**src/hw/rtl/shadow_volume_extruder_assert.svh**
```systemverilog
// ----------------------------------------------------------------------------
// shadow volume extruder assertion macros
// concurrent checks that compile away when SYNTHESIS is set
// ----------------------------------------------------------------------------
`ifndef SHADOW_VOLUME_EXTRUDER_ASSERT_SVH
`define SHADOW_VOLUME_EXTRUDER_ASSERT_SVH

`ifndef SYNTHESIS
// prop must hold at every edge out of reset
`define SVX_ASSERT(lbl, clk, rst_n, prop, msg) \
    lbl: assert property (@(posedge clk) disable iff (!rst_n) (prop)) else $error(msg);
// cond at one edge implies expr at the next
`define SVX_ASSERT_NEXT(lbl, clk, rst_n, cond, expr, msg) \
    lbl: assert property (@(posedge clk) disable iff (!rst_n) (cond) |=> (expr)) \
        else $error(msg);
`else
`define SVX_ASSERT(lbl, clk, rst_n, prop, msg)
`define SVX_ASSERT_NEXT(lbl, clk, rst_n, cond, expr, msg)
`endif

`endif

```
**src/hw/rtl/svx_queue.sv**
```systemverilog
// ----------------------------------------------------------------------------
// svx_queue
// short flip-flop queue between front and back
// ----------------------------------------------------------------------------
`default_nettype none

module svx_queue #(
    parameter int WIDTH = 8,
    parameter int DEPTH = 4
) (
    input  logic             i_clk,
    input  logic             i_rst_n,
    input  logic             i_push,
    input  logic [WIDTH-1:0] i_wdata,
    output logic             o_full,
    input  logic             i_pop,
    output logic             o_valid,
    output logic [WIDTH-1:0] o_rdata
);

    localparam int PW = (DEPTH > 1) ? $clog2(DEPTH) : 1;
    localparam int CW = $clog2(DEPTH + 1);

    logic [WIDTH-1:0] r_mem [DEPTH];
    logic [PW-1:0]    r_wp, r_rp;
    logic [CW-1:0]    r_cnt;
    logic             w_do_push, w_do_pop;

    assign o_full    = (r_cnt == CW'(DEPTH));
    assign o_valid   = (r_cnt != '0);
    assign o_rdata   = r_mem[r_rp];
    assign w_do_push = i_push && !o_full;
    assign w_do_pop  = i_pop && o_valid;

    always_ff @(posedge i_clk) begin
        if (w_do_push) begin
            r_mem[r_wp] <= i_wdata;
        end
    end

    always_ff @(posedge i_clk) begin
        if (!i_rst_n) begin
            r_wp  <= '0;
            r_rp  <= '0;
            r_cnt <= '0;
        end else begin
            if (w_do_push) begin
                r_wp <= (r_wp == PW'(DEPTH - 1)) ? '0 : r_wp + PW'(1);
            end
            if (w_do_pop) begin
                r_rp <= (r_rp == PW'(DEPTH - 1)) ? '0 : r_rp + PW'(1);
            end
            if (w_do_push && !w_do_pop) begin
                r_cnt <= r_cnt + CW'(1);
            end else if (w_do_pop && !w_do_push) begin
                r_cnt <= r_cnt - CW'(1);
            end
        end
    end

endmodule

`default_nettype wire

```
**config.mk**
```make
export PLATFORM = sky130hd
export DESIGN_NAME = svx_queue
export DESIGN_NICKNAME = d
export VERILOG_FILES = /design/src/hw/rtl/shadow_volume_extruder_assert.svh /design/src/hw/rtl/svx_queue.sv
export SDC_FILE = /design/constraint.sdc
export NUM_CORES = 1
export LEC_CHECK = 0
export CORE_MARGIN = 10
export CORE_UTILIZATION = 60
export CTS_CLUSTER_SIZE = 24
export DETAILED_ROUTE_END_ITERATION = 10
export DONT_BUFFER_PORTS = 1
export GPL_TIMING_DRIVEN = 1
export HOLD_SLACK_MARGIN = 0.06
export PLACE_DENSITY = 0.82
export SYNTH_ARGS = -nofsm -noshare
export SYNTH_HDL_FRONTEND = slang
export SYNTH_SLANG_ARGS = --single-unit
```
**constraint.sdc**
```tcl
create_clock -name i_clk -period 2.6 [get_ports i_clk]
set_input_delay 0.26 -clock i_clk [delete_from_list [all_inputs] [get_ports i_clk]]
set_output_delay 0.26 -clock i_clk [all_outputs]
set_load 0.02 [all_outputs]
```
==> Flow_metrics.wiki <==
{| class="wikitable"
! Metric !! Value
|-
| Status || completed
|-
| Family of cells with the greatest summed delay on the critical path || simple AND/OR/NAND/NOR gates
|-
| Worst IR drop on VDD || around 0.76 mV
|-
| Register area share after synthesis || ~70%
|-
| Clock buffer depth || 2
|-
| Hold violation total from the final report || 0
|-
| Wirelength, routed || 2.80 mm
|-
| Number of warnings printed during yosys synthesis || 0
|-
| Number of vias after detailed routing || 816
|-
| Xor and xnor area share after synthesis || 1.07%
|-
| Later-pin clock latency in the skew report || 340 ps
|-
| Fraction of final layout cells with drive strength greater than 1 || 16.7%
|-
| Detail-routed net length per standard cell || 20.3 um
|-
| Data required, critical path || between 2000 and 3000 ps
|-
| Clk slew on worst S/H paths || 120 ps
|-
| Maximum number of pins on one net before global-route repair || 14
|-
| Global-route usage over all layers || 11.3%
|-
| Share of the clock period used by the worst path || 93.2%
|-
| Inserted Clock Buffers || 5
|-
| Port Buffer Count || 0
|-
| Clock Tree Root || clkbuf_4
|-
| Weighted congestion at the end of routability-driven global placement || 0.685
|-
| Leading post-synthesis cells by instance count || 32 x edfxtp_1, 9 x dfxtp_1, 8 x mux4_2
|-
| MaxCap Viol Count || 0
|-
| Synth Area in Compound Gates || 1.84%
|-
| Die outline area || 0.00521 mm2
|-
| Grt total ovfl || 0
|-
| Timing-limited maximum frequency || 0.413 GHz
|-
| Overall power after layout || around 1700 uW
|-
| Die extent in x || 72.2 um
|-
| Syn Area/Cell || 17.6 um2
|-
| Number of DRC violations after detailed-routing iteration 0 || 39
|-
| Count of cell types in the netlist || 23
|-
| Class of the tightest hold or removal check || input port to register
|-
| Count of flip-flops with a built-in enable after synthesis || 32
|-
| Number of buffer and inverter stages on the critical path || 1
|-
| Critical Path Sink Type || register
|-
| DIE HEIGHT || 72.2 um
|-
| Path type of the worst setup path || register to register
|-
| Per-cell via count in the routed design || 5.91
|-
| Post-Route Skew || 17.7 ps
|-
| Number of max-slew violations in the final report || 0
|-
| Drt drc || 0
|-
| Post-synth net total || 112
|-
| Critical path fanouts, max || 7
|-
| Standard cell core area || between 0.002 and 0.003 mm2
|-
| Largest cells by area after synthesis || edfxtp_1 59%, dfxtp_1 11%, mux4_2 11%
|-
| Starting Density || between 60% and 70%
|-
| Post-synth top flop || edfxtp_1
|-
| Sum of net half-perimeters after detailed placement || 1.92 mm
|-
| Data arrival time at the worst-slack endpoint || around 2700 ps
|-
| Leakage Power || 0.000639 uW
|-
| Sum Neg Setup Slack || 0 ps
|-
| Total inserted antenna cells || 0
|-
| Crit path cell chain || nor3b_2 -> nor2b_1 -> ha_1 -> inv_1 -> fa_1 -> xor2_1 -> or3_1 -> a21boi_0
|-
| CTS tree || yes
|-
| Critical Path Slowest Stage Cell || dfxtp_1
|-
| Final setup violation count || 0
|-
| Main combinational cell family by area after synthesis || multiplexers
|-
| Post-route antenna net violation count || 0
|-
| Synth Area in Simple Gates || 6.74%
|-
| Number of primary I/O pins || 22
|-
| Length of the first detailed-routing pass in iterations || 4
|-
| Worst Setup Start Kind || register
|-
| Antenna violations before repair || 0
|-
| Synthesized area || 0.00163 mm2
|-
| Wire length of the first global-routing pass || 4.46 mm
|-
| Yosys top cell area share || 58.9%
|-
| Slew HR || 64.5%
|-
| Total number of placement rows || 18
|-
| Total power density per cell area || between 900 and 1000 mW/mm2
|-
| Post-Synth Adder-Cell Area || 5.82%
|-
| RSZ-0062 raised after global routing || false
|-
| Final critical path time including I/O delays and setup || 2420 ps
|-
| Delay contributed by the slowest stage of the critical path || 460 ps
|-
| Area added between synthesis and finish || 12.5%
|-
| Worst-margin pin slew || 532 ps
|-
| Cell type contributing the most total cell area after synthesis || edfxtp_1
|-
| Syn Inst Count || 93
|-
| # clock sinks || 41
|-
| Post-CTS Setup Bufs || 0
|-
| Via count of the first global-routing pass || about 900
|-
| Fraction of synthesized area in multiplexers || 12.9%
|-
| Number of H-tree levels || 2
|-
| Post-synthesis register bit count || 41
|-
| Ys async rst share || 0%
|-
| Most frequent cell after synthesis || edfxtp_1
|-
| Total Nets Final || ~130
|}
cells in the final DEF, fill, tap and decap left out:
cell type,n
and2_1,5
a21boi_0,1
nor2_1,2
nor3b_2,1
ha_1,6
or3_1,1
edfxtp_1,32
o21ai_0,3
nor2b_1,2
xnor2_1,1
mux4_2,8
clkinv_2,1
bufinv_16,1
nand2_1,6
fa_1,1
inv_1,3
buf_4,1
nand3_1,2
dfxtp_1,9
clkbuf_4,5
dlygate4sd3_1,10
xor2_1,1
o31ai_1,1
clkbuf_1,1
or3_2,1
mux2i_1,3
where the power goes:
group | total, uW | switching [uW] | leakage, uW | internal [uW]
logic | 440 | 244 | 0.000229 | 196
registers | 894 | 88.3 | 0.000367 | 806
clock network | 393 | 191 | 0.0000422 | 202
repair_timing:
| item | CTS | global route |
|---|---|---|
| hold endpoints to repair | 35 | 2 |
| resized for setup | 0 | 0 |
| hold buffers | 9 | 1 |
final timing paths:
check / from / endpoint / slack, ps / cells past startpoint
setup / recovery: r_cnt[0]$_SDFFE_PN0P_ / r_cnt[2]$_SDFFE_PN0P_ / 180 / 8
hold / removal: i_rst_n / register / 100 / 2
setup reg to reg: r_cnt[0]$_SDFFE_PN0P_ / r_cnt[2]$_SDFFE_PN0P_ / 180 / 8
hold reg to reg: r_wp[1]$_SDFFE_PN0P_ / r_wp[1]$_SDFFE_PN0P_ / 510 / 2
through the flow:
step	hold slack, ps	setup slack (ps)	cells	instance area (um2)	util (%)
6_report	104	177	138	1840	72.2
3_5_place_dp	359	172	120	1660	65.2
4_1_cts	62.6	161	137	1830	71.8
5_1_grt	97.0	4.75	138	1840	72.2
3_3_place_gp	359	339	120	1660	65.2
2_1_floorplan	359	511	93	1630	-
kinds of logic after synthesis:
family | Yosys count
simple gates | 20
buf+inv | 7
xor+xnor | 2
mux | 11
flops | 41
compound gates | 5
fa+ha+maj | 7
final cells by class:
type / instances / area (um2)
clock buffers: 6 / 41.3
clock inverters: 2 / 35.0
fillers: 153 / 708
inverters: 3 / 11.3
multi-input cells: 45 / 463
flip-flops and latches: 41 / 1140
well taps: 30 / 37.5
repair buffers: 11 / 108
registers in the layout (all words and copies together), names as in the netlist, named ones only:
name,cells
r_rp,2
r_mem,32
r_cnt,3
r_wp,2
per-layer routing:
layer | track usage [%] | wire, um | up-vias
met4 | 5.59 | 48 | 0
li1 | - | - | 376
met3 | 4.63 | 192 | 7
met1 | 11.6 | 1100 | 407
met5 | 0 | 0 | -
met2 | 19.5 | 1450 | 26
worst register-to-register path, cell delays in order, from the launching register on:
cell and delay [ps]:
dfxtp_1 460, nor3b_2 140, nor2b_1 410, ha_1 280, inv_1 60, fa_1 380
xor2_1 160, or3_1 310, a21boi_0 160
No activity file was read; power rests on OpenSTA's default activity.
