`src/hw/rtl/shadow_volume_extruder_assert.svh`:
```
// ----------------------------------------------------------------------------
// shadow volume extruder assertion macros
// concurrent checks that compile away when SYNTHESIS is set
// ----------------------------------------------------------------------------
`ifndef SHADOW_VOLUME_EXTRUDER_ASSERT_SVH
`define SHADOW_VOLUME_EXTRUDER_ASSERT_SVH

`ifndef SYNTHESIS
// prop must hold at every edge out of reset
`define SVX_ASSERT(lbl, clk, rst_n, prop, msg) \
    lbl: assert property (@(posedge clk) disable iff (!rst_n) (prop)) else $error(msg);
// cond at one edge implies expr at the next
`define SVX_ASSERT_NEXT(lbl, clk, rst_n, cond, expr, msg) \
    lbl: assert property (@(posedge clk) disable iff (!rst_n) (cond) |=> (expr)) \
        else $error(msg);
`else
`define SVX_ASSERT(lbl, clk, rst_n, prop, msg)
`define SVX_ASSERT_NEXT(lbl, clk, rst_n, cond, expr, msg)
`endif

`endif

```
`src/hw/rtl/svx_pkg.sv`:
```
// ----------------------------------------------------------------------------
// svx_pkg
// shared types, codes and helpers of the shadow volume extruder
// ----------------------------------------------------------------------------
`default_nettype none

package svx_pkg;

    localparam int IDX_W        = 13;
    localparam int CORNER_W     = 12;
    localparam int COORD_W      = 32;
    localparam int NORM_W       = 16;
    localparam int IN_TDATA_W   = 184;
    localparam int OUT_TDATA_W  = 168;
    localparam int CFG_IDX_W    = 3;
    localparam int Q_DEPTH_DEF  = 4;

    localparam int MAX_OUT_TRIS = 4096;
    localparam logic [IDX_W-1:0] TRI_CAP =
        IDX_W'((MAX_OUT_TRIS < 8191) ? MAX_OUT_TRIS : 8191);

    // request codes
    localparam logic [1:0] REQ_VERTEX = 2'd0;
    localparam logic [1:0] REQ_TRI    = 2'd1;
    localparam logic [1:0] REQ_FINISH = 2'd2;
    localparam logic [1:0] REQ_NONE   = 2'd3;

    // result kinds
    localparam logic [1:0] KIND_NEAR  = 2'd0;
    localparam logic [1:0] KIND_FAR   = 2'd1;
    localparam logic [1:0] KIND_TRI   = 2'd2;
    localparam logic [1:0] KIND_TOTAL = 2'd3;

    // register indexes
    localparam logic [CFG_IDX_W-1:0] CFG_FAR_X  = 3'd0;
    localparam logic [CFG_IDX_W-1:0] CFG_FAR_Y  = 3'd1;
    localparam logic [CFG_IDX_W-1:0] CFG_FAR_Z  = 3'd2;
    localparam logic [CFG_IDX_W-1:0] CFG_NEAR_X = 3'd3;
    localparam logic [CFG_IDX_W-1:0] CFG_NEAR_Y = 3'd4;
    localparam logic [CFG_IDX_W-1:0] CFG_NEAR_Z = 3'd5;
    localparam logic [CFG_IDX_W-1:0] CFG_VCOUNT = 3'd6;

    typedef struct packed {
        logic                   we;
        logic [CFG_IDX_W-1:0]   idx;
        logic [COORD_W-1:0]     data;
    } t_cfg_wr;

    typedef struct packed {
        logic [1:0]                req;
        logic [COORD_W-1:0]        pos_x;
        logic [COORD_W-1:0]        pos_y;
        logic [COORD_W-1:0]        pos_z;
        logic signed [NORM_W-1:0]  norm_x;
        logic signed [NORM_W-1:0]  norm_y;
        logic signed [NORM_W-1:0]  norm_z;
        logic [CORNER_W-1:0]       corner_a;
        logic [CORNER_W-1:0]       corner_b;
        logic [CORNER_W-1:0]       corner_c;
        logic [2:0]                open_mask;
    } t_in;

    // one classified item on its way from front to back
    typedef struct packed {
        logic [1:0]          kind;
        logic [IDX_W-1:0]    slot_n;
        logic [IDX_W-1:0]    slot_f;
        logic [COORD_W-1:0]  near_x;
        logic [COORD_W-1:0]  near_y;
        logic [COORD_W-1:0]  near_z;
        logic [COORD_W-1:0]  far_x;
        logic [COORD_W-1:0]  far_y;
        logic [COORD_W-1:0]  far_z;
        logic [IDX_W-1:0]    a;
        logic [IDX_W-1:0]    b;
        logic [IDX_W-1:0]    c;
        logic [IDX_W-1:0]    fa;
        logic [IDX_W-1:0]    fb;
        logic [IDX_W-1:0]    fc;
        logic                neg;
        logic [2:0]          mask;
    } t_entry;

    typedef struct packed {
        logic [1:0]          kind;
        logic [IDX_W-1:0]    vert_slot;
        logic [COORD_W-1:0]  vx;
        logic [COORD_W-1:0]  vy;
        logic [COORD_W-1:0]  vz;
        logic [IDX_W-1:0]    tri_i0;
        logic [IDX_W-1:0]    tri_i1;
        logic [IDX_W-1:0]    tri_i2;
        logic [IDX_W-1:0]    tri_total;
        logic                last;
    } t_res;

    // signed 32-bit add, clamped to the signed range
    function automatic logic [COORD_W-1:0] sat_add(input logic [COORD_W-1:0] a,
                                                   input logic [COORD_W-1:0] b);
        logic [COORD_W:0]   s;
        logic [COORD_W-1:0] r;
        s = {a[COORD_W-1], a} + {b[COORD_W-1], b};
        r = s[COORD_W-1:0];
        if (s[COORD_W] != s[COORD_W-1]) begin
            r = s[COORD_W] ? {1'b1, {(COORD_W-1){1'b0}}} : {1'b0, {(COORD_W-1){1'b1}}};
        end
        return r;
    endfunction

endpackage

`default_nettype wire

```
`src/hw/rtl/svx_back.sv`:
```
// ----------------------------------------------------------------------------
// svx_back
// sequences the result words of each queued item into the output register
// ----------------------------------------------------------------------------
`default_nettype none

module svx_back (
    input  logic            i_clk,
    input  logic            i_rst_n,
    input  logic            i_q_valid,
    input  svx_pkg::t_entry i_q_entry,
    output logic            o_pop,
    output logic            o_valid,
    input  logic            i_ready,
    output svx_pkg::t_res   o_res
);

    typedef enum logic [3:0] {
        PH_FIRST  = 4'b0001,
        PH_SECOND = 4'b0010,
        PH_SIDE_A = 4'b0100,
        PH_SIDE_B = 4'b1000
    } t_phase;

    logic            r_busy;
    svx_pkg::t_entry r_ent;
    t_phase          r_ph, n_ph;
    logic [2:0]      r_rem, n_rem;
    logic [svx_pkg::IDX_W-1:0] r_tris;
    logic            r_o_valid;
    svx_pkg::t_res   r_o;

    svx_pkg::t_res   w_res;
    logic            w_last, w_load, w_emit;
    logic [2:0]      w_rem_low;
    logic [svx_pkg::IDX_W-1:0] w_p, w_q, w_pf, w_qf;

    assign w_load    = !r_o_valid || i_ready;
    assign w_emit    = r_busy && w_load;
    assign w_rem_low = r_rem & (r_rem - 3'd1);
    assign o_pop     = i_q_valid && (!r_busy || (w_emit && w_last));
    assign o_valid   = r_o_valid;
    assign o_res     = r_o;

    // lowest open edge still to do
    always_comb begin
        if (r_rem[0]) begin
            w_p = r_ent.a;  w_q = r_ent.b;  w_pf = r_ent.fa; w_qf = r_ent.fb;
        end else if (r_rem[1]) begin
            w_p = r_ent.b;  w_q = r_ent.c;  w_pf = r_ent.fb; w_qf = r_ent.fc;
        end else begin
            w_p = r_ent.c;  w_q = r_ent.a;  w_pf = r_ent.fc; w_qf = r_ent.fa;
        end
    end

    always_comb begin
        w_res  = '0;
        w_last = 1'b0;
        n_ph   = r_ph;
        n_rem  = r_rem;
        case (r_ent.kind)
            svx_pkg::REQ_VERTEX: begin
                if (r_ph == PH_FIRST) begin
                    w_res.kind      = svx_pkg::KIND_NEAR;
                    w_res.vert_slot = r_ent.slot_n;
                    w_res.vx        = r_ent.near_x;
                    w_res.vy        = r_ent.near_y;
                    w_res.vz        = r_ent.near_z;
                end else begin
                    w_res.kind      = svx_pkg::KIND_FAR;
                    w_res.vert_slot = r_ent.slot_f;
                    w_res.vx        = r_ent.far_x;
                    w_res.vy        = r_ent.far_y;
                    w_res.vz        = r_ent.far_z;
                    w_last          = 1'b1;
                end
                n_ph = PH_SECOND;
            end
            svx_pkg::REQ_TRI: begin
                w_res.kind = svx_pkg::KIND_TRI;
                case (r_ph)
                    PH_FIRST: begin
                        if (r_ent.neg) begin
                            w_res.tri_i0 = r_ent.a;
                            w_res.tri_i1 = r_ent.b;
                            w_res.tri_i2 = r_ent.c;
                        end else begin
                            w_res.tri_i0 = r_ent.c;
                            w_res.tri_i1 = r_ent.b;
                            w_res.tri_i2 = r_ent.a;
                        end
                        n_ph = PH_SECOND;
                    end
                    PH_SECOND: begin
                        if (r_ent.neg) begin
                            w_res.tri_i0 = r_ent.fc;
                            w_res.tri_i1 = r_ent.fb;
                            w_res.tri_i2 = r_ent.fa;
                        end else begin
                            w_res.tri_i0 = r_ent.fa;
                            w_res.tri_i1 = r_ent.fb;
                            w_res.tri_i2 = r_ent.fc;
                        end
                        w_last = (r_rem == 3'd0);
                        n_ph   = PH_SIDE_A;
                    end
                    PH_SIDE_A: begin
                        if (r_ent.neg) begin
                            w_res.tri_i0 = w_qf;
                            w_res.tri_i1 = w_q;
                            w_res.tri_i2 = w_p;
                        end else begin
                            w_res.tri_i0 = w_p;
                            w_res.tri_i1 = w_q;
                            w_res.tri_i2 = w_qf;
                        end
                        n_ph = PH_SIDE_B;
                    end
                    PH_SIDE_B: begin
                        if (r_ent.neg) begin
                            w_res.tri_i0 = w_p;
                            w_res.tri_i1 = w_pf;
                            w_res.tri_i2 = w_qf;
                        end else begin
                            w_res.tri_i0 = w_qf;
                            w_res.tri_i1 = w_pf;
                            w_res.tri_i2 = w_p;
                        end
                        w_last = (w_rem_low == 3'd0);
                        n_rem  = w_rem_low;
                        n_ph   = PH_SIDE_A;
                    end
                    default: ;
                endcase
            end
            svx_pkg::REQ_FINISH: begin
                w_res.kind      = svx_pkg::KIND_TOTAL;
                w_res.tri_total = r_tris;
                w_last          = 1'b1;
            end
            default: begin
                w_last = 1'b1;
            end
        endcase
        w_res.last = w_last;
    end

    always_ff @(posedge i_clk) begin
        if (!i_rst_n) begin
            r_busy <= 1'b0;
            r_ph   <= PH_FIRST;
            r_rem  <= '0;
        end else if (o_pop) begin
            r_busy <= 1'b1;
            r_ph   <= PH_FIRST;
            r_rem  <= i_q_entry.mask;
        end else if (w_emit) begin
            r_busy <= !w_last;
            r_ph   <= n_ph;
            r_rem  <= n_rem;
        end
    end

    always_ff @(posedge i_clk) begin
        if (o_pop) begin
            r_ent <= i_q_entry;
        end
    end

    always_ff @(posedge i_clk) begin
        if (!i_rst_n) begin
            r_tris <= '0;
        end else if (w_emit) begin
            if (r_ent.kind == svx_pkg::REQ_FINISH) begin
                r_tris <= '0;
            end else if (r_ent.kind == svx_pkg::REQ_TRI && r_tris < svx_pkg::TRI_CAP) begin
                r_tris <= r_tris + svx_pkg::IDX_W'(1);
            end
        end
    end

    always_ff @(posedge i_clk) begin
        if (!i_rst_n) begin
            r_o_valid <= 1'b0;
        end else if (w_emit) begin
            r_o_valid <= 1'b1;
        end else if (i_ready) begin
            r_o_valid <= 1'b0;
        end
    end

    always_ff @(posedge i_clk) begin
        if (w_emit) begin
            r_o <= w_res;
        end
    end

endmodule

`default_nettype wire
```
`config.mk`:
```
export PLATFORM = sky130hd
export DESIGN_NAME = svx_back
export DESIGN_NICKNAME = d
export VERILOG_FILES = /design/src/hw/rtl/shadow_volume_extruder_assert.svh /design/src/hw/rtl/svx_pkg.sv /design/src/hw/rtl/svx_back.sv
export SDC_FILE = /design/constraint.sdc
export NUM_CORES = 1
export LEC_CHECK = 0
export ABC_CLOCK_PERIOD_IN_PS = 9560
export BUFFER_PORTS_ARGS = -buffer_cell sky130_fd_sc_hd__buf_2
export CAP_MARGIN = 25
export CORE_MARGIN = 2
export CORE_UTILIZATION = 44
export CTS_CLUSTER_DIAMETER = 120
export DETAILED_ROUTE_END_ITERATION = 8
export PLACE_DENSITY = 0.75
export SKIP_LAST_GASP = 1
export SLEW_MARGIN = 20
export SYNTH_ARGS = -nofsm -noshare
export SYNTH_HDL_FRONTEND = slang
export SYNTH_SLANG_ARGS = --single-unit
```
`constraint.sdc`:
```
create_clock -name i_clk -period 9.56 [get_ports i_clk]
set_input_delay 0.478 -clock i_clk [delete_from_list [all_inputs] [get_ports i_clk]]
set_output_delay 0.478 -clock i_clk [all_outputs]
set_load 0.005 [all_outputs]
```
==> results of run 1 <==
-- critical path: cells and delay by family (launching register included) --
kind | cells | cell delay (ps)
buf+inv | 4 | 1510
mux | 1 | 420
compound gates | 1 | 140
flops | 1 | 380
fa+ha+maj | 1 | 500
-- cell type report --
class	instances	area share, %
repair buffers	495	10.4
clock buffers	61	5.21
flip-flops and latches	485	57.9
clock inverters	31	1.26
well taps	600	3.03
inverters	12	0.212
multi-input cells	769	21.9
diodes	13	0.131
-- path summary, 6_finish.rpt --
path / end / slack [ps]
setup / recovery: o_pop / 5210
hold / removal: r_ent[267] / 40
setup reg to reg: r_ent[82] / 5460
hold reg to reg: r_tris[11] / 480
-- routing by layer --
metal	share of wire (%)	routed length [µm]	global-route usage (%)	vias up
met5	0.13	67	0	-
met4	3.4	1770	8.59	10
met3	8.4	4380	5.15	126
met2	49	25300	35.5	646
met1	39	20300	28.0	6419
li1	-	-	-	6131
-- state kept, by name, summed over array words and instances (netlist names) --
name and count:
r_ent 299, r_rem 3, o_res 164, r_ph 4
o_valid 1, r_tris 13, r_busy 1
-- metrics by stage --
step	worst slack (ps)	instance area (µm²)
after global routing	5040	24800
after floorplan	2340	20200
after global placement	5580	23100
after CTS	5340	24700
final	5210	24800
after detailed placement	5460	23100
-- cells by family after synthesis --
| group | share of synthesized area (%) |
|---|---|
| mux | 8.79 |
| simple gates | 6.82 |
| xor+xnor | 0.0868 |
| flops | 71.1 |
| fa+ha+maj | 0.248 |
| buf+inv | 2.23 |
| compound gates | 10.7 |
-- cells in the final DEF (no fill, tap or decap), types with 6 or more instances in the layout --
| cell | n |
|---|---|
| a221oi_1 | 39 |
| buf_4 | 13 |
| clkbuf_1 | 11 |
| a21boi_1 | 15 |
| a21o_1 | 14 |
| edfxtp_1 | 463 |
| a21oi_1 | 50 |
| mux2_2 | 78 |
| clkinvlp_4 | 7 |
| clkbuf_16 | 50 |
| nand2_1 | 259 |
| nand3_1 | 6 |
| a22oi_1 | 27 |
| dfxtp_1 | 20 |
| diode_2 | 13 |
| clkinv_1 | 9 |
| mux4_2 | 13 |
| clkinv_2 | 6 |
| inv_1 | 9 |
| mux2i_1 | 58 |
| o21ai_0 | 8 |
| o22ai_1 | 28 |
| and2_1 | 15 |
| dlygate4sd3_1 | 8 |
| a21boi_0 | 95 |
| buf_2 | 471 |
-- repair_timing --
action,in CTS,in global routing
setup buffers,0,0
endpoints found under the hold margin,8,0
hold buffers,8,0
resized for setup,0,0
endpoints found under the setup margin,0,0
-- power groups by stage --
| stage | clock network, mW | registers [mW] | logic (mW) |
|---|---|---|---|
| floorplan | 0 | 2.59 | 0.247 |
| global placement | 0 | 2.58 | 0.403 |
| global route | 2.02 | 2.55 | 0.461 |
| finish | 1.89 | 2.54 | 0.418 |
| CTS | 1.92 | 2.54 | 0.422 |
| detailed placement | 0 | 2.58 | 0.417 |
==> metrics.yaml, run 1 <==
clocking:
  clk_latency_ps: 610
  cts.reportedPaths.clkPinSlew_ps: 60
  clockRootBuffer: "clkbuf_16"
  cts_buffer_depth: 3
  tritoncts: "built"
  cts_sinks: 485
  cts_made_buffers: 50
  h-tree-depth: 2
min_path:
  hold_depth: 1
  hold_path.class: "input port to register"
  hp-start: "i_q_entry[267]"
worst_setup_path:
  critPathLaunchType: "register"
  worst_r2r_path_depth: 5
  max_stage_delay_ps: 740
  criticalPathCategory: "register to output pin"
  startpoint: "r_ent[301]"
  timing.critical_path.cells: "inv_1, ha_1, clkinv_1, mux2i_4, a31oi_4, buf_12, buf_2"
  worst_ep_required_time_ps: 9080
  crit-reg2reg-launch: "r_ph[1]"
  cp_max_fo: 172
  cp.arrival_ps: 3880
  cpMaxStageDelayCell: "clkinv_1"
  crit_path_end_kind: "output pin"
detailed_routing:
  drc: 0
  postRouteAntennaNets: 0
  drt_first_pass_iters: 5
  finalWirelength_mm: 51.9
  drt_iter0_markers: 1080
  drt-wirelength-per-cell_um: 21.0
  via_count: 13332
  viasPerCell: 5.41
yosys:
  synth_edf_count: 463
  ys_seq_area_share_pct: 71.1
  yosys_most_used_dff: "edfxtp_1"
  synth_top_area_cell: "edfxtp_1"
  syn_inst: 1357
  synth_seq_cells: 485
  yosysMostFrequentCell: "edfxtp_1"
  synth-async-reset-ratio_pct: 0
  yosys-top-cells-count: "edfxtp_1, nand2_1, a21boi_0"
  synth.cell_area_um2: 20200
  synth_area_leaders: "edfxtp_1, nand2_1, mux2_2"
  syn-num-nets: 1667
  syn_avg_cell_area_um2: 14.9
  yosysWarnings: 0
  synth_cell_types: 58
  netlist.area_leader.share_pct: 68.9
sta:
  timing.hold.ws_ps: 39.6
  hold_viol: 0
  max-slew-margin-rel_pct: 24.3
  tightest_slew_ps: 1140
  rsz0062_at_grt: "false"
  slew_viol_final: 0
  tns_ps: 0
  finalCritPeriodShare_pct: 45.5
  fin_skew_ps: 48.0
  max_freq_mhz: 230
  setup_viol: 0
  fin_crit_ps: 4350
cells_and_area:
  seqCellArea_um2: 14300
  fin_nets: 2123
  multiInputGateArea_um2: 5430
  drive_gt1_share_pct: 36.0
  area_delta_synth_final_pct: 22.9
  fill_cells: 3615
  fin_cells: 2466
  final_core_util_pct: 54.8
floorplanning:
  start_util_pct: 44.6
  core_area_um2: 45300
  ioPinCount: 472
  die_x_um: 218
  num_rows: 78
  die-area_um2: 47600
  die_h_um: 218
place:
  dp_cells: 2352
  finalWeightedCongestion: 0.843
  place_hpwl_mm: 34.2
  port_buffers: 471
global_route:
  grt_usage_pct: 21.7
  grt_pass1_vias: 13307
  grt.overflow.total: 0
  antenna_found_initial: 16
  grt_max_degree: 173
  grt_pass1_wl_mm: 78.3
power:
  finalPower_mw: 4.84
  peakVddDrop_v: 0.000183
  clkPwrFrac_pct: 38.9
  power_frac_seq_pct: 52.4
  p_per_area_nw_per_um2: 195
  intPower_mw: 3.72
  p_sw_mw: 1.12
  pwr-share-comb_pct: 8.6
  leakagePower_nw: 9.46
  switching_share_pct: 23.2
outcome:
  status: "complete, no violations"
flow_run:
  cap_viol_max_count: 0
(Power assumes the default switching activity.)
==> run 2, diff against run 1 <==
--- a/config.mk
+++ b/config.mk
@@ -5,14 +5,14 @@
 export SDC_FILE = /design/constraint.sdc
 export NUM_CORES = 1
 export LEC_CHECK = 0
-export ABC_CLOCK_PERIOD_IN_PS = 9560
+export ABC_CLOCK_PERIOD_IN_PS = 4000
 export BUFFER_PORTS_ARGS = -buffer_cell sky130_fd_sc_hd__buf_2
 export CAP_MARGIN = 25
 export CORE_MARGIN = 2
 export CORE_UTILIZATION = 44
 export CTS_CLUSTER_DIAMETER = 120
 export DETAILED_ROUTE_END_ITERATION = 8
-export PLACE_DENSITY = 0.75
+export PLACE_DENSITY = 0.78
 export SKIP_LAST_GASP = 1
 export SLEW_MARGIN = 20
 export SYNTH_ARGS = -nofsm -noshare
==> constraint.sdc (replaced) <==
create_clock -name i_clk -period 4 [get_ports i_clk]
set_input_delay 0.2 -clock i_clk [delete_from_list [all_inputs] [get_ports i_clk]]
set_output_delay 0.2 -clock i_clk [all_outputs]
set_load 0.005 [all_outputs]
==> run 2 against run 1 <==
Critical path type unchanged. Worst hold slack gained 58 ps. Sequential share of layout area fell by 6.5 points. Setup slack got worse by 4600 ps. Non-clock buffer count increased by 309. Clock power increased by 140%. Register-to-register slack got worse by 4700 ps.
==> metrics.yaml, run 2 (synthesis results as in run 1) <==
clocking:
  cts_resized: 0
  post_cts_buffers: 0
  cts_sinks: 485
  clockRootBuffer: "clkbuf_16"
  cts.reportedPaths.clkPinSlew_ps: 60
  tritoncts: "built"
  cts_made_buffers: 50
  ctsHoldBuffers: 310
  cts_buffer_depth: 3
  clk_latency_ps: 610
  h-tree-depth: 2
worst_setup_path:
  worst_r2r_path_depth: 7
  timing.critical_path.cells: "nor4b_4, buf_4, a32oi_2, a31oi_4, buf_12, buf_2"
  r2r_end: "r_rem[0]"
  criticalPathCategory: "register to output pin"
  crit-reg2reg-launch: "r_ph[1]"
  max_stage_delay_ps: 690
  cpMaxStageDelayCell: "dfxtp_1"
  critPathLaunchType: "register"
  r2r_slack_ps: 770
  cp.arrival_ps: 3170
  crit_path_end_kind: "output pin"
  startpoint: "r_ph[1]"
  cp_max_fo: 89
  worst_ep_required_time_ps: 3800
cells_and_area:
  final_core_util_pct: 61.6
  layout_commonest_cell: "buf_2"
  regMostFlops: "r_ent"
  final_cell_area_um2: 27900
  area_delta_synth_final_pct: 38.3
  fin_nets: 2432
  drive_gt1_share_pct: 31.1
  largest_reg_flops: 299
  final_cell_mix: "buf_2, edfxtp_1, dlygate4sd3_1"
floorplanning:
  die-area_um2: 47600
  die_x_um: 218
  start_util_pct: 44.6
  num_rows: 78
  ioPinCount: 472
  die_h_um: 218
  core_area_um2: 45300
sta:
  tightest_slew_ps: 905
  timing.hold.ws_ps: 97.9
  slew_viol_final: 0
  setup_viol: 0
  tns_ps: 0
  rsz0062_at_grt: "false"
  fin_crit_ps: 3370
  hold_viol: 0
  max-slew-margin-rel_pct: 39.7
  fin_ws_ps: 630
  max_freq_mhz: 297
  fin_skew_ps: 21.3
  finalCritPeriodShare_pct: 84.3
place:
  finalWeightedCongestion: 0.847
  port_buffers: 471
  place_worst_setup_slack_ps: 1250
  place_hpwl_mm: 33.9
  dpl_cell_area_um2: 23200
power:
  leakagePower_nw: 10.8
  p_per_area_nw_per_um2: 429
  peakVddDrop_v: 0.000439
global_route:
  antenna_found_initial: 8
  grt_pass1_vias: 15817
  grt.overflow.total: 0
  grt_max_degree: 136
  grt_pass1_wl_mm: 91.6
  grt_usage_pct: 25.3
detailed_routing:
  postRouteAntennaNets: 0
  finalWirelength_mm: 61.5
  drt_first_pass_iters: 7
  via_count: 15383
  viasPerCell: 5.56
  drt-wirelength-per-cell_um: 22.2
  drc: 0
  drt_iter0_markers: 1584
min_path:
  hp-start: "i_rst_n"
  hold_depth: 3
  holdPathEnd: "r_ph[1]"
  hold_path.class: "input port to register"
flow_run:
  cap_viol_max_count: 0
outcome:
  status: "complete, no violations"
-- run 2: metrics by stage --
step / cells / power (mW)
CTS: 2758 / 11.9
detailed placement: 2360 / 7.18
global placement: 2360 / 7.14
floorplan: 1357 / 6.78
finish: 2767 / 12.0
global route: 2763 / 12.4
-- run 2: final cells by class --
| type | count | area (µm²) |
|---|---|---|
| Sequential cell | 485 | 14300 |
| Timing Repair Buffer | 804 | 5720 |
| Multi-Input combinational cell | 769 | 5450 |
| Antenna cell | 9 | 22.5 |
| Clock buffer | 59 | 1280 |
| Tap cell | 600 | 751 |
| Inverter | 12 | 48.8 |
| Fill cell | 3172 | 17400 |
| Clock inverter | 29 | 285 |
-- run 2: routing by layer --
metal,share of wire (%),GRT usage [%],routed length (µm)
met1,36,31.2,22300
met4,4.4,11.5,2690
met3,9.0,4.82,5570
met2,50,43.3,31000
met5,0.018,0,11
-- run 2: critical path, delay by kind of cell, from the launching register on --
family	cells	cell delay, ps
flops	1	690
compound gates	2	530
buf+inv	3	920
simple gates	1	300
-- run 2: how the worst max path moves through the flow --
stage | endpoint | slack, ps | cells after the start
2_1_floorplan | r_rem[0] | -2900 | 7
3_3_place_gp | o_pop | 1360 | 6
3_5_place_dp | o_res[23] | 1250 | 5
4_1_cts | o_pop | 620 | 6
5_1_grt | o_pop | 440 | 6
6_report | o_pop | 630 | 6
-- run 2: power by group --
part	switching [mW]	internal (mW)	total, mW
Combinational	0.648	0.642	1.29
Clock	2.03	2.57	4.60
Sequential	0.168	5.93	6.10
Total	2.85	9.14	12.0
==> run 3, diff against run 2 <==
--- a/config.mk
+++ b/config.mk
@@ -5,14 +5,14 @@
 export SDC_FILE = /design/constraint.sdc
 export NUM_CORES = 1
 export LEC_CHECK = 0
-export ABC_CLOCK_PERIOD_IN_PS = 4000
+export ABC_CLOCK_PERIOD_IN_PS = 3510
 export BUFFER_PORTS_ARGS = -buffer_cell sky130_fd_sc_hd__buf_2
 export CAP_MARGIN = 25
 export CORE_MARGIN = 2
 export CORE_UTILIZATION = 44
 export CTS_CLUSTER_DIAMETER = 120
 export DETAILED_ROUTE_END_ITERATION = 8
-export PLACE_DENSITY = 0.78
+export PLACE_DENSITY = 0.75
 export SKIP_LAST_GASP = 1
 export SLEW_MARGIN = 20
 export SYNTH_ARGS = -nofsm -noshare
==> constraint.sdc (replaced) <==
create_clock -name i_clk -period 3.51 [get_ports i_clk]
set_input_delay 0.1755 -clock i_clk [delete_from_list [all_inputs] [get_ports i_clk]]
set_output_delay 0.1755 -clock i_clk [all_outputs]
set_load 0.005 [all_outputs]
==> run 3 against run 2 <==
Clock power up 18%. Design area up 0.34%. Die area unchanged. Worst hold slack worse by 25 ps. Via count down 0.36%. Register-to-register slack worse by 200 ps. Critical path depth down 1. Utilization up 0.21 points. Sequential power up 14%.
==> metrics.yaml, run 3 (synthesis results as in run 1) <==
outcome:
  status: "complete, no violations"
clocking:
  tritoncts: "built"
  clk_latency_ps: 610
  ctsHoldBuffers: 310
  cts.reportedPaths.clkPinSlew_ps: 60
  cts_sinks: 485
  post_cts_buffers: 0
  clockRootBuffer: "clkbuf_16"
  cts_made_buffers: 50
  cts_resized: 0
  cts_buffer_depth: 3
  h-tree-depth: 2
power:
  finalPower_mw: 13.9
  intPower_mw: 10.6
  p_per_area_nw_per_um2: 495
  pwr-share-comb_pct: 10.7
  p_sw_mw: 3.24
  leakagePower_nw: 10.8
  clkPwrFrac_pct: 39.2
  power_frac_seq_pct: 50.1
  switching_share_pct: 23.4
  peakVddDrop_v: 0.000583
place:
  port_buffers: 471
  finalWeightedCongestion: 0.820
  dp_cells: 2361
  place_hpwl_mm: 33.7
global_route:
  grt_usage_pct: 25.4
  grt_pass1_vias: 15835
  grt.overflow.total: 0
  grt_pass1_wl_mm: 92.2
  grt_max_degree: 136
  antenna_found_initial: 11
detailed_routing:
  drt_first_pass_iters: 5
  drt-wirelength-per-cell_um: 22.3
  finalWirelength_mm: 61.7
  via_count: 15328
  postRouteAntennaNets: 0
  drt_iter0_markers: 1416
  drc: 0
  viasPerCell: 5.54
sta:
  fin_skew_ps: 26.0
  tightest_slew_ps: 1050
  max-slew-margin-rel_pct: 29.9
  finalCritPeriodShare_pct: 87.6
  max_freq_mhz: 325
  fin_crit_ps: 3070
  hold_viol: 0
  slew_viol_final: 0
  rsz0062_at_grt: "false"
  setup_viol: 0
  tns_ps: 0
worst_setup_path:
  crit_path_end_kind: "output pin"
  worst_ep_required_time_ps: 3330
  cp.arrival_ps: 2900
  max_stage_delay_ps: 660
  criticalPathCategory: "register to output pin"
  timing.critical_path.cells: "nor4b_4, a32oi_2, a31oi_4, buf_12, buf_2"
  cpMaxStageDelayCell: "dfxtp_1"
  critPathLaunchType: "register"
  cp_max_fo: 127
cells_and_area:
  drive_gt1_share_pct: 31.2
  fill_cells: 3183
  regMostFlops: "r_ent"
  largest_reg_flops: 299
  layout_commonest_cell: "buf_2"
  fin_cells: 2769
  fin_nets: 2433
  area_delta_synth_final_pct: 38.8
  final_cell_mix: "buf_2, edfxtp_1, dlygate4sd3_1"
floorplanning:
  num_rows: 78
  die-area_um2: 47600
  start_util_pct: 44.6
  core_area_um2: 45300
  ioPinCount: 472
  die_x_um: 218
  die_h_um: 218
min_path:
  hold_path.class: "input port to register"
flow_run:
  cap_viol_max_count: 0
==> run 3: cell count changes in the layout (fill, tap and decap cells not counted), sizes merged <==
cell and delta:
buf +1, bufinv +2, clkbuf +8, clkinv -7
diode -2
==> run 3: metal layers <==
layer / routed length [µm] / up-vias / GRT usage (%)
li1: - / 6751 / -
met1: 22000 / 7424 / 31.0
met2: 31000 / 975 / 43.0
met3: 5630 / 172 / 5.44
met4: 2940 / 6 / 12.5
met5: 43 / - / 0
==> run 3: through the flow <==
step	hold slack [ps]	setup WS, ps	cell area [µm²]	util (%)
floorplan	274	-3390	20200	-
global placement	352	881	23200	51.3
detailed placement	354	797	23200	51.3
CTS	39.4	408	28000	61.8
global route	93.9	256	28000	61.8
finish	73.3	436	28000	61.8
==> run 3: layout make-up <==
cell class                 instances  area, µm²  area share, %
sequential                       485      14300           51.2
timing repair buffer             805       5740           20.5
multi-input combinational        769       5460           19.5
clock buffer                      67       1330           4.73
tap                              600        751           2.68
clock inverter                    24        318           1.13
inverter                          12       48.8          0.174
antenna                            7       17.5         0.0626
==> run 3: final timing paths <==
| check | to | slack, ps | cells after the start | startpoint |
|---|---|---|---|---|
| worst max register to register | r_rem[0] | 570 | 7 | r_ph[3] |
| worst min register to register | r_tris[11] | 500 | 2 | r_tris[11] |
| worst min-delay path | r_ph[1] | 70 | 3 | i_rst_n |
| worst max-delay path | o_pop | 440 | 5 | r_ph[3] |
==> run 3: power groups by stage <==
| stage | combinational [mW] | clock, mW | sequential (mW) |
|---|---|---|---|
| floorplan | 0.680 | 0 | 7.04 |
| global placement | 1.12 | 0 | 7.02 |
| detailed placement | 1.16 | 0 | 7.03 |
| CTS | 1.44 | 5.43 | 6.92 |
| global route | 1.60 | 5.70 | 6.96 |
| finish | 1.49 | 5.43 | 6.94 |
==> run 3: critical path: cells and delay by family (launching register included) <==
family,cells,cell delay (ps)
buf+inv,2,690
flops,1,660
compound gates,2,400
simple gates,1,340
